**src/sv/chnt_pkg.sv**
```systemverilog
// Shared types and constants for the coalesced hash name table.
package chnt_pkg;

    localparam int SLOTS      = 64;
    localparam int SLOT_W     = $clog2(SLOTS);
    localparam int NEXT_W     = SLOT_W + 1;
    localparam int NAME_BYTES = 32;
    localparam int NAME_W     = $clog2(NAME_BYTES);
    localparam int LEN_W      = NAME_W + 1;
    localparam int HASH_W     = 32;
    localparam int HANDLER_W  = 16;
    localparam int STATUS_W   = 3;

    localparam logic OP_INSERT = 1'b0;
    localparam logic OP_LOOKUP = 1'b1;

    typedef enum logic [STATUS_W-1:0] {
        ST_INSERTED  = 3'd0,
        ST_DUPLICATE = 3'd1,
        ST_FOUND     = 3'd2,
        ST_NOT_FOUND = 3'd3,
        ST_FULL      = 3'd4,
        ST_TOO_LONG  = 3'd5
    } t_status;

    typedef struct packed {
        logic                 op;
        logic                 too_long;
        logic [NAME_W-1:0]    len;
        logic [HASH_W-1:0]    hash;
        logic [HANDLER_W-1:0] handler;
    } t_cmd;

    typedef struct packed {
        logic [NAME_W-1:0]    len;
        logic [HASH_W-1:0]    hash;
        logic [NEXT_W-1:0]    next;
        logic [HANDLER_W-1:0] handler;
    } t_meta;

    typedef enum logic [3:0] {
        S_IDLE,
        S_META_RD,
        S_META_CHK,
        S_NAME_RD,
        S_NAME_CHK,
        S_PROBE,
        S_STORE_META,
        S_COPY,
        S_LINK,
        S_RESULT
    } t_state;

endpackage

```
**src/sv/chnt_front.sv**
```systemverilog
// Front end: collects name bytes, runs the hash and issues one command per name.
module chnt_front (
    input  logic                          i_clk,
    input  logic                          i_rst_n,
    input  logic                          i_in_valid,
    output logic                          o_in_ready,
    input  logic                          i_operation,
    input  logic [7:0]                    i_key_byte,
    input  logic                          i_last_byte,
    input  logic [chnt_pkg::HANDLER_W-1:0] i_handler_value,
    input  logic                          i_q_full,
    output logic                          o_push,
    output chnt_pkg::t_cmd                o_cmd,
    input  logic                          i_done,
    input  logic [chnt_pkg::NAME_W-1:0]   i_rd_idx,
    output logic [7:0]                    o_rd_byte
);

    logic [7:0]                    r_buf [chnt_pkg::NAME_BYTES];
    logic [chnt_pkg::LEN_W-1:0]    r_len;
    logic [chnt_pkg::LEN_W-1:0]    n_len;
    logic [chnt_pkg::HASH_W-1:0]   r_hash;
    logic [chnt_pkg::HASH_W-1:0]   n_hash;
    logic                          r_busy;
    logic                          acc;
    logic                          room;

    // The buffer is held for the back end until it reports the command done.
    assign o_in_ready = !r_busy && !i_q_full;
    assign acc        = i_in_valid && o_in_ready;
    assign room       = (r_len != chnt_pkg::LEN_W'(chnt_pkg::NAME_BYTES));
    assign n_hash     = r_hash ^ ((r_hash << 5) + (r_hash >> 2)
                        + {{(chnt_pkg::HASH_W-8){1'b0}}, i_key_byte});
    assign n_len      = room ? r_len + 1'b1 : r_len;

    always_ff @(posedge i_clk) begin
        if (!i_rst_n) begin
            r_len  <= '0;
            r_hash <= '0;
            r_busy <= 1'b0;
        end else begin
            if (i_done) begin
                r_busy <= 1'b0;
            end
            if (acc) begin
                if (i_last_byte) begin
                    r_len  <= '0;
                    r_hash <= '0;
                    r_busy <= 1'b1;
                end else begin
                    r_len  <= n_len;
                    r_hash <= n_hash;
                end
            end
        end
    end

    always_ff @(posedge i_clk) begin
        if (acc && room) begin
            r_buf[r_len[chnt_pkg::NAME_W-1:0]] <= i_key_byte;
        end
    end

    assign o_push         = acc && i_last_byte;
    assign o_cmd.op       = i_operation;
    assign o_cmd.too_long = (n_len == chnt_pkg::LEN_W'(chnt_pkg::NAME_BYTES));
    assign o_cmd.len      = n_len[chnt_pkg::NAME_W-1:0];
    assign o_cmd.hash     = n_hash;
    assign o_cmd.handler  = i_handler_value;
    assign o_rd_byte      = r_buf[i_rd_idx];

endmodule

```
**config.mk**
```make
export PLATFORM = sky130hd
export DESIGN_NAME = chnt_front
export DESIGN_NICKNAME = d
export VERILOG_FILES = /design/src/sv/chnt_pkg.sv /design/src/sv/chnt_front.sv
export SDC_FILE = /design/constraint.sdc
export NUM_CORES = 1
export LEC_CHECK = 0
export BUFFER_PORTS_ARGS = -buffer_cell sky130_fd_sc_hd__buf_2
export CAP_MARGIN = 40
export CORE_MARGIN = 8
export CORE_UTILIZATION = 60
export CTS_BUF_LIST = sky130_fd_sc_hd__clkbuf_8
export DETAILED_ROUTE_END_ITERATION = 12
export PLACE_DENSITY_LB_ADDON = 0.08
export SLEW_MARGIN = 20
export SYNTH_ARGS = -nofsm -noshare
export SYNTH_HDL_FRONTEND = slang
export SYNTH_SLANG_ARGS = --single-unit
```
**constraint.sdc**
```tcl
create_clock -name i_clk -period 4 [get_ports i_clk]
set_clock_uncertainty 0.15 [all_clocks]
set_input_delay 0.4 -clock i_clk [delete_from_list [all_inputs] [get_ports i_clk]]
set_output_delay 0.4 -clock i_clk [all_outputs]
set_load 0.02 [all_outputs]
```
==> impl_metrics.yaml <==
status:
  status: "finished, violations left"
  failed_checks: "negative setup slack"
power_and_ir_drop:
  ir_drop_mv: 0.356
  seqPwrFrac_pct: 54.0
  p_clk_share_pct: 38.3
  comb_power_share_pct: 7.6
  p_sw_w: 0.00138
  leakage_nw: 6.10
  p_sw_share_pct: 22.3
  internal_power_w: 0.00483
  power_density_mw_per_mm2: 375
  total_power_w: 0.00622
floorplanning:
  fp.dieArea_sq_mm: 0.0289
  io_pins: 101
  die_w_um: 170
  core-area_sq_mm: 0.0234
  initial_core_util_pct: 60.8
  rows: 56
  die_h_um: 170
yosys:
  ys_seq_area_share_pct: 59.5
  postSynthCellCount: 943
  synth.avg_cell_area_sq_um: 15.1
  synth_area_leader_cell: "edfxtp_1"
  synthFlopType: "edfxtp_1"
  netlist_area_sq_mm: 0.0142
  ys_warn_count: 0
  synth_edf_count: 256
  ys_top_cells_by_area: "edfxtp_1, mux4_2, dfxtp_1"
  ys_ff_latch: 295
  synthArstFlopShare_pct: 0
  synth_top_area_share_pct: 54.0
  syn-num-nets: 1044
  ys_types: 65
grt:
  grt_pass1_vias: 8875
  overflow: 0
  grt_max_degree: 37
  grt.total_usage_pct: 22.9
  grt_pass1_wl_mm: 50.6
  grt_antenna_before_repair: 1
timing:
  fin_crit_ns: 4.16
  fin_crit_sh_pct: 104
  slew_headroom_pct: 43.6
  slew_violations: 0
  worst_slack_ns: -0.155
  rsz0062_at_grt: "true"
  clock.fmax_mhz: 241
  hold_slack_ns: 0.0286
  setup_viol: 5
  worst_pin_slew_ns: 0.842
  hold_violations: 0
place:
  hpwl_mm: 22.0
  post-place-ws_ns: -0.0954
  gp_congestion: 0.902
  portBuffers: 66
detailed_routing:
  ant_nets: 0
  viasPerCell: 6.07
  drc: 0
  wl_per_cell_um: 23.1
  vias: 8592
  dr.pass1.iters: 5
  drt_iter0_drc: 672
  routed_wl_mm: 32.7
worst_hold_path:
  min_path_cells: 3
  hold_path.class: "primary input to flop"
worst_setup_path:
  timing.reg2reg.setup_slack_ns: 0.44
  endpoint_kind: "output pin"
  cp_data_arrival_time_ns: 3.61
  start_kind: "flop"
  rr_worst_depth: 14
  crit_fanout: 4
  crit_type: "flop to output pin"
  required_ns: 3.45
flow_run:
  drv_cap: 0
clock_network:
  clkSinkCount: 295
  clk_pin_slew_worst_paths_ns: 0.06
  cts_buffers: 47
  clk-insertion-delay-late_ns: 0.55
  cts.htree.levels: 2
  ctsRootBufferMaster: "clkbuf_8"
  tritoncts: "yes"
  cts_buffer_depth: 3
cells_and_area:
  n_antenna_cell: 0
  drive_gt1_share_pct: 32.9
  syn_to_final_growth_pct: 16.4
  nets: 1166
==> flip-flops by register name, indices dropped and copies added, names as in the netlist <==
| register | cells |
|---|---|
| r_hash | 32 |
| r_len | 6 |
| r_busy | 1 |
| r_buf | 256 |
==> cells by family after synthesis <==
family                   synth area share, %
multiplexers                            13.5
AND/OR/NAND/NOR                         7.21
adder cells (fa/ha/maj)                 5.93
AO/OA/AOI/OAI                           7.36
buffers and inverters                   2.66
flip-flops                              59.5
XOR/XNOR                                3.82
==> synth_stat cells (all sizes together) (19+ instances only) <==
master,instances
clkbuf,28
xnor2,39
xor2,23
dfxtp,39
mux4,80
a22oi,19
buf,32
o21ai,23
a21oi,29
nor2,80
edfxtp,256
nand2,39
ha,61
==> power by group through the flow <==
stage                     clock [W]  combinational (W)  sequential, W
after floorplan                   0           0.000309        0.00342
after global placement            0           0.000453        0.00342
after detailed placement          0           0.000459        0.00342
after CTS                   0.00243           0.000478        0.00336
after global routing        0.00256           0.000512        0.00336
final                       0.00238           0.000474        0.00336
==> per-layer routing <==
layer  vias to the layer above  global-route usage (%)  share of wire (%)
met5                         -                       0              0.040
met4                         2                    6.83                2.5
met3                        68                    4.66                6.4
met2                       286                    38.7                 50
met1                      4310                    29.8                 41
li1                       3926                       -                  -
==> path summary, 6_finish.rpt <==
kind	startpoint	endpoint
worst max-delay path	r_hash[8]$_SDFFE_PN0P_	o_cmd[47]
worst min-delay path	i_done	r_busy$_SDFF_PN0_
worst max register to register	r_hash[13]$_SDFFE_PN0P_	r_hash[26]$_SDFFE_PN0P_
worst min register to register	r_len[1]$_SDFFE_PN0P_	r_len[1]$_SDFFE_PN0P_
==> what timing repair did <==
| action | CTS | global route |
|---|---|---|
| setup endpoints to repair | 18 | 17 |
| pin swaps | 33 | 23 |
| buffers inserted | 11 | 12 |
| gates resized for setup | 63 | 41 |
| hold buffers | 1 | 0 |
| endpoints found under the hold margin | 2 | 0 |
==> final cells by class <==
cell class | count | area (sq um)
sequential | 295 | 8500
timing repair buffer | 133 | 936
multi-input combinational | 575 | 5820
inverter | 13 | 48.8
clock inverter | 33 | 216
tap | 319 | 399
clock buffer | 47 | 647
fill | 1603 | 6840
==> metrics by stage <==
stage / cell area [sq um] / util [%] / instances / setup TNS (ns)
after detailed placement: 15000 / 64.0 / 1307 / -0.114
after global routing: 16600 / 70.8 / 1415 / -1.74
after global placement: 15000 / 64.0 / 1307 / -0.0357
after floorplan: 14200 / - / 943 / 0
final: 16600 / 70.8 / 1415 / -0.431
after CTS: 16200 / 69.1 / 1398 / -0.527
==> critical path, stage by stage, from the launching register on <==
cell and delay (ns):
dfxtp_2 0.34, fa_1 0.55, ha_4 0.22, and2_4 0.17
a221oi_4 0.24, a21oi_2 0.10, o2111ai_2 0.32, nand3_1 0.16
a21o_1 0.24, o221a_1 0.28, nand2_1 0.09, xor2_1 0.17
buf_4 0.17
==> layout by cell type, fill, tap and decap left out, types with 19 or more instances in the layout <==
master    instances
edfxtp_1        256
nor2_1           80
mux4_2           80
buf_4            72
buf_2            52
ha_1             47
clkbuf_8         47
nand2_1          39
inv_1            30
xnor2_1          29
a21oi_1          25
xor2_1           21
dfxtp_1          20
a22oi_1          19
Note: power is estimated with default switching activity, not from simulation.
