File: config.mk
export PLATFORM = sky130hd
export DESIGN_NAME = chnt_queue
export DESIGN_NICKNAME = d
export VERILOG_FILES = /design/src/sv/chnt_pkg.sv /design/src/sv/chnt_queue.sv
export SDC_FILE = /design/constraint.sdc
export NUM_CORES = 1
export LEC_CHECK = 0
export BUFFER_PORTS_ARGS = -buffer_cell sky130_fd_sc_hd__buf_2
export CORE_UTILIZATION = 52
export CTS_CLUSTER_SIZE = 24
export DETAILED_ROUTE_END_ITERATION = 8
export PLACE_DENSITY = 0.81
export SLEW_MARGIN = 20
export SYNTH_ARGS = -nofsm -noshare
export SYNTH_HDL_FRONTEND = slang
export SYNTH_SLANG_ARGS = --single-unit
File: constraint.sdc
create_clock -name i_clk -period 4.5 [get_ports i_clk]
set_input_delay 0.9 -clock i_clk [delete_from_list [all_inputs] [get_ports i_clk]]
set_output_delay 0.9 -clock i_clk [all_outputs]
set_load 0.02 [all_outputs]
File: src/sv/chnt_pkg.sv
// Shared types and constants for the coalesced hash name table.
package chnt_pkg;

    localparam int SLOTS      = 64;
    localparam int SLOT_W     = $clog2(SLOTS);
    localparam int NEXT_W     = SLOT_W + 1;
    localparam int NAME_BYTES = 32;
    localparam int NAME_W     = $clog2(NAME_BYTES);
    localparam int LEN_W      = NAME_W + 1;
    localparam int HASH_W     = 32;
    localparam int HANDLER_W  = 16;
    localparam int STATUS_W   = 3;

    localparam logic OP_INSERT = 1'b0;
    localparam logic OP_LOOKUP = 1'b1;

    typedef enum logic [STATUS_W-1:0] {
        ST_INSERTED  = 3'd0,
        ST_DUPLICATE = 3'd1,
        ST_FOUND     = 3'd2,
        ST_NOT_FOUND = 3'd3,
        ST_FULL      = 3'd4,
        ST_TOO_LONG  = 3'd5
    } t_status;

    typedef struct packed {
        logic                 op;
        logic                 too_long;
        logic [NAME_W-1:0]    len;
        logic [HASH_W-1:0]    hash;
        logic [HANDLER_W-1:0] handler;
    } t_cmd;

    typedef struct packed {
        logic [NAME_W-1:0]    len;
        logic [HASH_W-1:0]    hash;
        logic [NEXT_W-1:0]    next;
        logic [HANDLER_W-1:0] handler;
    } t_meta;

    typedef enum logic [3:0] {
        S_IDLE,
        S_META_RD,
        S_META_CHK,
        S_NAME_RD,
        S_NAME_CHK,
        S_PROBE,
        S_STORE_META,
        S_COPY,
        S_LINK,
        S_RESULT
    } t_state;

endpackage

File: src/sv/chnt_queue.sv
// Two-entry command queue between the front end and the back end.
module chnt_queue (
    input  logic           i_clk,
    input  logic           i_rst_n,
    input  logic           i_push,
    input  chnt_pkg::t_cmd i_cmd,
    output logic           o_full,
    input  logic           i_pop,
    output logic           o_avail,
    output chnt_pkg::t_cmd o_cmd
);

    chnt_pkg::t_cmd r_ent [2];
    logic           r_wp;
    logic           r_rp;
    logic [1:0]     r_cnt;

    always_ff @(posedge i_clk) begin
        if (!i_rst_n) begin
            r_wp  <= 1'b0;
            r_rp  <= 1'b0;
            r_cnt <= '0;
        end else begin
            if (i_push) begin
                r_wp <= ~r_wp;
            end
            if (i_pop) begin
                r_rp <= ~r_rp;
            end
            r_cnt <= r_cnt + {1'b0, i_push} - {1'b0, i_pop};
        end
    end

    always_ff @(posedge i_clk) begin
        if (i_push) begin
            r_ent[r_wp] <= i_cmd;
        end
    end

    assign o_full  = (r_cnt == 2'd2);
    assign o_avail = (r_cnt != 2'd0);
    assign o_cmd   = r_ent[r_rp];

endmodule

==> metrics, run 1 <==
status=finished, final reports clean; VDD IR-drop max=0.000304 V; setup slack, reg-to-reg=2.55 ns; synth top area cells=edfxtp_1, mux2_4, buf_12; FMAX=336 MHz; worst-path fanout max=55; DRC=0; syn_nets=253; Register Area=3410 µm²; Syn Inst Count=192; crit path launch type=register; Rows=33; Critical Path RT=3.60 ns; reg2reg start=r_wp; Port Buffers=115; clk root buf=clkbuf_8; Multi-input gate area=936 µm²; largest stage delay on the critical path=1.00 ns; Setup-failing EPs final=0; RR Endpoint=r_ent[1][1]; Total GRT Usage=16.1%; final net count=384; Synth area leader=edfxtp_1; die height=94.5 µm; Setup TNS=0 ns; asr flop ratio synth=0%; vias in the first global route=2105; Setup WS pre-CTS=1.88 ns; Post-CTS Setup Bufs=0; Hold Crit Start=r_rp; Critical-path top delay cell=dfxtp_4; Netlist cell types=14; Main synth FF type=edfxtp_1; setup slack after layout=1.52 ns; power density over the cells=505 nW/µm²; CP delay by family, top=flip-flops; Hold WC Path Type=reg -> reg; area share of the largest cell type after synthesis=74.2%; Ports=116; Worst-Skew Late Latency=0.49 ns; reg2reg path depth=2; EDFF count, synth=110; Cell Area, Synth=4450 µm²; fin crit share=66.2%; Critical Path End Type=primary output; Layout area overhead=27.2%; Synth Register Bits=115; CTS Buffer Depth=2; Post-DP Area=5080 µm²; Max Cap Violations=0; sequential area share after synthesis=76.5%; gr ovfl total=0; clk_skew=0.00776 ns; largest net degree at the start of global routing=56; initial antenna violation count=0; H-tree Lvls=4; die width=94.5 µm; worst slew pin tran=1.05 ns; ratio of cells with drive above 1 in the final layout=61.6%; diode count=0; Hold Path Stages=2; Wirelength per Cell=15.5 µm; DRT Pass-1 Iters=5; Final Max Slew Viols=0; Starting DRT DRC Count=66; Hold Buf Count CTS=0; Antenna Nets Post-Route=0; Vias=2127; Synth Area per Inst=23.2 µm²; Crit Path Class=reg -> out; die area=8930 µm²; first-pass GRT wire length=10.1 mm; vias per inst=4.82; crit path DAT=2.08 ns; WL final=6.82 mm; CTS tree=built; clk slew on worst S/H paths=0.05 ns; post-route cell area=5660 µm²; RSZ-0062 raised after global routing=false; crit-path cells=mux2_2 -> buf_2; Fillers=571; P_leak=2.29 nW; post_cts resized=0; Synth warnings=0; Hold Vio Cnt, Final=0; CTS buffer count=17; Initial Util=53.9%; crit path time final=2.98 ns; RD Place Congestion=0.663; WP buf/inv=1; CORE AREA=8260 µm²; clk sinks=115; Relative slew margins=29.7%; HPWL Detailed=4.40 mm
## synth_stat cells, types with 2 or more instances
cell,instances
mux2_4,50
dfxtp_1,5
buf_12,5
edfxtp_1,110
and2_1,4
ha_1,2
nor2b_1,4
mux2_2,5
inv_1,2
## sequential cells by signal, summed over array words and instances, names as in the netlist, named ones only
register  cells
r_ent       110
r_cnt         2
r_rp          1
r_wp          1
## cells in the final DEF, fill, tap and decap left out, drive strengths merged
master	count
ha	2
xor2	1
inv	3
and2	4
o21a	1
nor2b	4
clkbuf	17
buf	118
or2	1
bufinv	3
xnor3	1
dfxtp	5
edfxtp	110
clkinvlp	4
mux2	55
clkinv	7
## worst max-delay path by stage
| stage | depth (start not counted) | startpoint | slack [ns] | end |
|---|---|---|---|---|
| final | 2 | register | 1.52 | o_cmd[2] |
| after global placement | 3 | i_push | 1.94 | r_ent[1][9] |
| after detailed placement | 3 | i_push | 1.88 | r_ent[1][10] |
| after floorplan | 1 | i_push | 0.66 | r_ent[0][0] |
| after CTS | 2 | register | 1.45 | o_cmd[1] |
| after global routing | 2 | register | 1.38 | o_cmd[2] |
## kinds of logic (layout without fill, tap and decap cells)
group	Yosys count	in the layout	share of synthesized area, %
DFF	115	115	76.5
muxes	55	55	18.1
and+or+nand+nor	9	9	1.27
buffers and inverters	8	152	2.67
adders and majority gates	2	2	0.562
xor gates and xnor gates	2	2	0.703
AOI/OAI and AO/OA	1	1	0.169
## tightest hold or removal path, delay by kind of cell, from the launching register on
kind	cells	cell delay, ns
flops	1	0.32
simple gates	1	0.15
xor+xnor	1	0.07
## report_power, final
group | internal [W] | leakage (nW) | switching, W | total, W
logic | 0.000154 | 0.936 | 0.000149 | 0.000303
clock network | 0.000835 | 0.275 | 0.000442 | 0.00128
registers | 0.00124 | 1.07 | 0.0000415 | 0.00128
## through the flow
step / hold WS, ns / total power, W / util, % / cells
floorplan: 0.555 / 0.00152 / - / 192
global placement: 0.557 / 0.00160 / 61.5 / 409
detailed placement: 0.577 / 0.00161 / 61.5 / 409
CTS: 0.566 / 0.00289 / 68.5 / 441
global route: 0.564 / 0.00296 / 68.5 / 441
finish: 0.579 / 0.00286 / 68.5 / 441
## layout make-up
class                   count  share of cell area, %
repair buffers            118                   10.6
inverters                   2                  0.133
flip-flops and latches    115                   60.2
clock inverters            15                   2.92
well taps                 105                   2.32
multi-input cells          69                   16.5
clock buffers              17                   7.32
## layer usage
layer / global-route usage (%) / vias up / wire length [µm]
met5: 0 / - / 0
met4: 6.94 / 0 / 75
met3: 7.25 / 9 / 472
met2: 25.9 / 81 / 3510
met1: 18.7 / 1018 / 2770
li1: - / 1019 / -
Power figures use the tool's default switching activity.
==> inputs of run 2 (changes only) <==
Clock period 4.5 ns to 2.75 ns, I/O delays scaled along.
==> run 2 against run 1 <==
Net effect:
- hold slack got worse by 0.34 ns
- critical path type unchanged
- critical endpoint is now o_cmd[1]
- first-iteration DRC count grew 150%
- highest routed layer unchanged
- wire length grew 2.3%
- utilization rose by 0.61 points
- critical path depth rose by 1
- sequential share of layout area fell by 0.53 points
- largest power group is now clock
==> metrics, run 2 (synthesis gave the netlist of run 1 again) <==
clk sinks=115 (unchanged); ratio of cells with drive above 1 in the final layout=60.7% (-0.96 points); largest net degree at the start of global routing=57 (+1.8%); final net count=386 (+0.52%); CTS tree=built; setup slack, reg-to-reg=1.20 ns (-1.35 ns); reg2reg start=r_wp; die area=8930 µm² (unchanged); most flop-heavy register=r_ent; Total GRT Usage=16.6% (+0.44 points); clk_skew=0.00437 ns (-0.00339 ns); CORE AREA=8260 µm² (unchanged); Layout area overhead=28.3%; HPWL Detailed=4.49 mm (+2.1%); gr ovfl total=0 (unchanged); RD Place Congestion=0.696 (+5.0%); Worst-Skew Late Latency=0.50 ns (about the same); diode count=0 (unchanged); Relative slew margins=67.3% (+38 points); DRT Pass-1 Iters=4 (-1); worst slew pin tran=0.491 ns (-0.563 ns); Rows=33 (unchanged); CTS buffer count=17 (unchanged); Post-DP Area=5120 µm² (+0.79%); die height=94.5 µm (unchanged); fin crit share=85.0%; Hold WC Path Type=in -> reg; DRC=0 (unchanged); post_cts resized=0 (unchanged); clk root buf=clkbuf_8; commonest cells after routing, fill and taps aside=buf_2, edfxtp_1, mux2_4, clkbuf_16, mux2_2; VDD IR-drop max=0.000524 V (+73%); Critical Path End Type=primary output; CTS Buffer Depth=2 (unchanged); FMAX=428 MHz; Crit Path Class=reg -> out; Post-CTS Setup Bufs=0 (unchanged); Starting DRT DRC Count=163 (+150%); die width=94.5 µm (unchanged); H-tree Lvls=4 (unchanged); commonest non-fill, non-tap cell in the layout=buf_2; Max Cap Violations=0 (unchanged); Ports=116 (unchanged); post-layout util=69.1% (+0.61 points); Initial Util=53.9% (unchanged); WL final=6.98 mm (+2.3%); Critical Path RT=2.20 ns (-1.40 ns); Setup-failing EPs final=0 (unchanged); Wirelength per Cell=15.8 µm (+1.8%); Final Total Pwr=0.00475 W (+66%); power density over the cells=832 nW/µm² (+65%); crit path DAT=1.79 ns (-0.29 ns); crit path launch type=register; status=finished, final reports clean; Hold Vio Cnt, Final=0 (unchanged); first-pass GRT wire length=10.4 mm (+2.9%); Antenna Nets Post-Route=0 (unchanged); Hold Buf Count CTS=0 (unchanged); P_leak=2.32 nW (+1.4%); Vias=2147 (+0.94%); crit path time final=2.34 ns; vias in the first global route=2137 (+1.5%); RSZ-0062 raised after global routing=false; clk slew on worst S/H paths=0.05 ns (about the same); vias per inst=4.85 (+0.48%); Hold Crit Start=i_cmd[7]; max reg flops=110 (unchanged); Final Max Slew Viols=0 (unchanged); Largest regs=r_ent: 110 flops, r_cnt: 2 flops; Fillers=554 (-3.0%); initial antenna violation count=0 (unchanged); post-route cell area=5710 µm² (+0.88%); Setup TNS=0 ns (unchanged); worst-path fanout max=24 (-56%); Port Buffers=115 (unchanged)
[run 2: stage by stage]
step           hold WS [ns]  cells  setup WS [ns]
6_report              0.236    443          0.411
2_1_floorplan         0.555    192          0.304
3_3_place_gp          0.556    411          0.881
4_1_cts               0.211    443          0.381
5_1_grt               0.216    443          0.335
3_5_place_dp          0.567    411          0.878
[run 2: final cells by class]
| cell class | count | area, µm² | area share, % |
|---|---|---|---|
| Clock inverter | 11 | 160 | 2.81 |
| Clock buffer | 21 | 429 | 7.52 |
| Inverter | 2 | 7.51 | 0.131 |
| Tap cell | 105 | 131 | 2.30 |
| Timing Repair Buffer | 120 | 638 | 11.2 |
| Multi-Input combinational cell | 69 | 936 | 16.4 |
| Sequential cell | 115 | 3410 | 59.7 |
[run 2: final timing paths]
kind                                      to  depth (start not counted)
worst max-delay path                o_cmd[1]                          3
worst min-delay path             r_ent[1][7]                          1
worst max register to register  r_ent[1][13]                          2
worst min register to register      register                          2
[run 2: critical path: stages (launching register included)]
cell and delay (ns):
dfxtp_4 0.35, buf_4 0.40, mux2_2 0.38, buf_2 0.16
[run 2: power by group]
group / switching, W / internal [W]
registers: 0.0000289 / 0.00203
logic: 0.000287 / 0.000258
clock network: 0.000688 / 0.00146
[run 2: metal layers]
layer,global-route usage (%),vias to the layer above,wire [µm]
met3,6.12,7,363
met4,6.57,0,81
met1,18.8,1047,2840
met2,28.4,72,3690
met5,0,-,0
li1,-,1021,-
==> inputs of run 3 (changes only) <==
Settings changed: ABC_AREA set to 1, SETUP_SLACK_MARGIN set to 0.02, TNS_END_PERCENT set to 1.
==> run 3 against run 2 <==
Net effect:
- cell count increased by 2.3%
- sequential share of layout area down 0.45 points
- design area increased by 0.77%
- synthesized cell count grew 6.3%
- clock power up 7%
- critical path type unchanged
- hold slack better by 0.011 ns
- wire length hardly changed
- register-to-register slack improved by 0.04 ns
- maximum frequency shrank 5.4%
- clock skew increased by 0.00086 ns
==> metrics, run 3 <==
Critical Path RT=2.20 ns (about the same); max reg flops=110 (unchanged); Synth Register Bits=115 (unchanged); Relative slew margins=64.9% (-2.4 points); Netlist cell types=12 (-2); Antenna Nets Post-Route=0 (unchanged); clk root buf=clkbuf_8; CTS buffer count=17 (unchanged); Syn Inst Count=204 (+6.3%); EDFF count, synth=110 (unchanged); crit path DAT=1.92 ns (+0.13 ns); clk slew on worst S/H paths=0.06 ns (about the same); area share of the largest cell type after synthesis=74.3% (about the same); Ports=116 (unchanged); H-tree Lvls=4 (unchanged); worst-path fanout max=20 (-17%); Port Buffers=115 (unchanged); most flop-heavy register=r_ent; Initial Util=53.8% (about the same); syn_nets=265 (+4.7%); commonest non-fill, non-tap cell in the layout=buf_2; VDD IR-drop max=0.000667 V (+27%); synth top area cells=edfxtp_1, mux2_4, buf_12; clk_skew=0.00524 ns (+0.000864 ns); Setup TNS=0 ns (unchanged); gr ovfl total=0 (unchanged); RSZ-0062 raised after global routing=false; crit path launch type=register; DRT Pass-1 Iters=4 (unchanged); commonest cells after routing, fill and taps aside=buf_2, edfxtp_1, mux2_4, clkbuf_16, nand2_1; reg2reg path depth=3 (+1); M1 GR Usage=18.5% (-0.29 points); CTS tree=built; Total GRT Usage=16.3% (-0.21 points); FMAX=405 MHz (-5.4%); Max Cap Violations=0 (unchanged); status=finished, final reports clean; met3 usage=5.56% (-0.56 points); Hold WC Path Type=in -> reg; top-count cell post-synth=edfxtp_1; Crit Path Class=reg -> out; Layout area overhead=29.4%; Wirelength per Cell=15.4 µm (-2.3%); crit path time final=2.47 ns (+0.133 ns); ratio of cells with drive above 1 in the final layout=58.3% (-2.3 points); Rows=33 (unchanged); CTS Buffer Depth=2 (unchanged); Hold Vio Cnt, Final=0 (unchanged); Vias=2228 (+3.8%); Setup crit end=o_cmd[54]; Final Total Pwr=0.00484 W (+2.0%); final net count=397 (+2.8%); Hold Buf Count CTS=0 (unchanged); Main synth FF type=edfxtp_1; DRC=0 (unchanged); RR Endpoint=r_ent[1][33]; Synth warnings=0 (unchanged); reg2reg start=r_wp; P_leak=2.36 nW (+1.8%); Cell Area, Synth=4450 µm² (about the same); met2 GRT Util=28.3% (-0.12 points); CORE AREA=8260 µm² (unchanged); initial antenna violation count=0 (unchanged); Synth Area per Inst=21.8 µm² (-5.9%); worst slew pin tran=0.526 ns (+0.0354 ns); largest net degree at the start of global routing=56 (-1.8%); vias in the first global route=2181 (+2.1%); RD Place Congestion=0.707 (+1.6%); HPWL Detailed=4.56 mm (+1.4%); first-pass GRT wire length=10.4 mm (-0.19%); Post-CTS Setup Bufs=0 (unchanged); clk sinks=115 (unchanged); fin crit share=89.9% (+4.8 points); WL final=6.97 mm (about the same); Final Max Slew Viols=0 (unchanged); Setup-failing EPs final=0 (unchanged); Critical Path End Type=primary output; vias per inst=4.92 (+1.5%); post_cts resized=0 (unchanged); sequential area share after synthesis=76.5% (about the same); top post-synthesis cells by count=edfxtp_1, mux2_4, nand2_1; Worst-Skew Late Latency=0.49 ns (about the same); Synth area leader=edfxtp_1; Most Used Layer, Global Route=met2; power density over the cells=842 nW/µm² (+1.2%); die height=94.5 µm (about the same); Starting DRT DRC Count=65 (-60%); asr flop ratio synth=0% (unchanged); diode count=0 (unchanged); Largest regs=r_ent: 110 flops, r_cnt: 2 flops; die width=94.5 µm (about the same); die area=8930 µm² (about the same); setup slack, reg-to-reg=1.24 ns (+0.04 ns)
-- run 3: power by group --
group          switching (W)  internal (W)  leakage [nW]
combinational       0.000252      0.000215         0.977
clock               0.000678       0.00163         0.309
sequential         0.0000365       0.00203          1.07
total               0.000967       0.00388          2.36
-- run 3: worst max-delay path, cell delays in order (launching register included) --
cell     delay [ns]
dfxtp_4        0.58
buf_4          0.32
mux2_2         0.37
buf_2          0.16
-- run 3: final cells by class --
class	count	area [µm²]
Tap cell	105	131
Timing Repair Buffer	119	643
Sequential cell	115	3410
Fill cell	554	2500
Inverter	7	26.3
Clock inverter	13	214
Multi-Input combinational cell	76	913
Clock buffer	18	418
-- run 3: how the worst min path moves through the flow --
stage | startpoint | endpoint | slack (ns) | cells after the start
CTS | i_cmd[11] | r_ent[0][11] | 0.22 | 1
global placement | r_rp | register | 0.47 | 2
finish | i_cmd[7] | r_ent[0][7] | 0.25 | 1
floorplan | r_rp | register | 0.46 | 2
global route | i_cmd[42] | r_ent[0][42] | 0.22 | 1
detailed placement | r_rp | r_rp | 0.50 | 2
-- run 3: kinds of logic (layout without fill, tap and decap cells) --
kind of cell | count (synthesis) | after routing | synth area share [%]
DFF | 115 | 115 | 76.5
AOI/OAI and AO/OA | 1 | 1 | 0.112
buffers and inverters | 13 | 157 | 3.10
muxes | 55 | 55 | 18.1
adders and majority gates | 2 | 2 | 0.563
and+or+nand+nor | 18 | 18 | 1.55
-- run 3: stage by stage --
step	util, %	instance area, µm²	hold WS, ns	setup WS [ns]	cells
floorplan	-	4450	0.463	0.331	204
global placement	62.0	5120	0.475	0.787	422
detailed placement	62.0	5120	0.498	0.767	422
CTS	69.7	5750	0.222	0.233	453
global route	69.7	5750	0.222	0.196	453
finish	69.7	5750	0.247	0.279	453
-- run 3: routing by layer --
layer  wire, µm  vias up
li1           -     1048
met1       2830     1096
met2       3680       79
met3        431        5
met4         33        0
met5          0        -
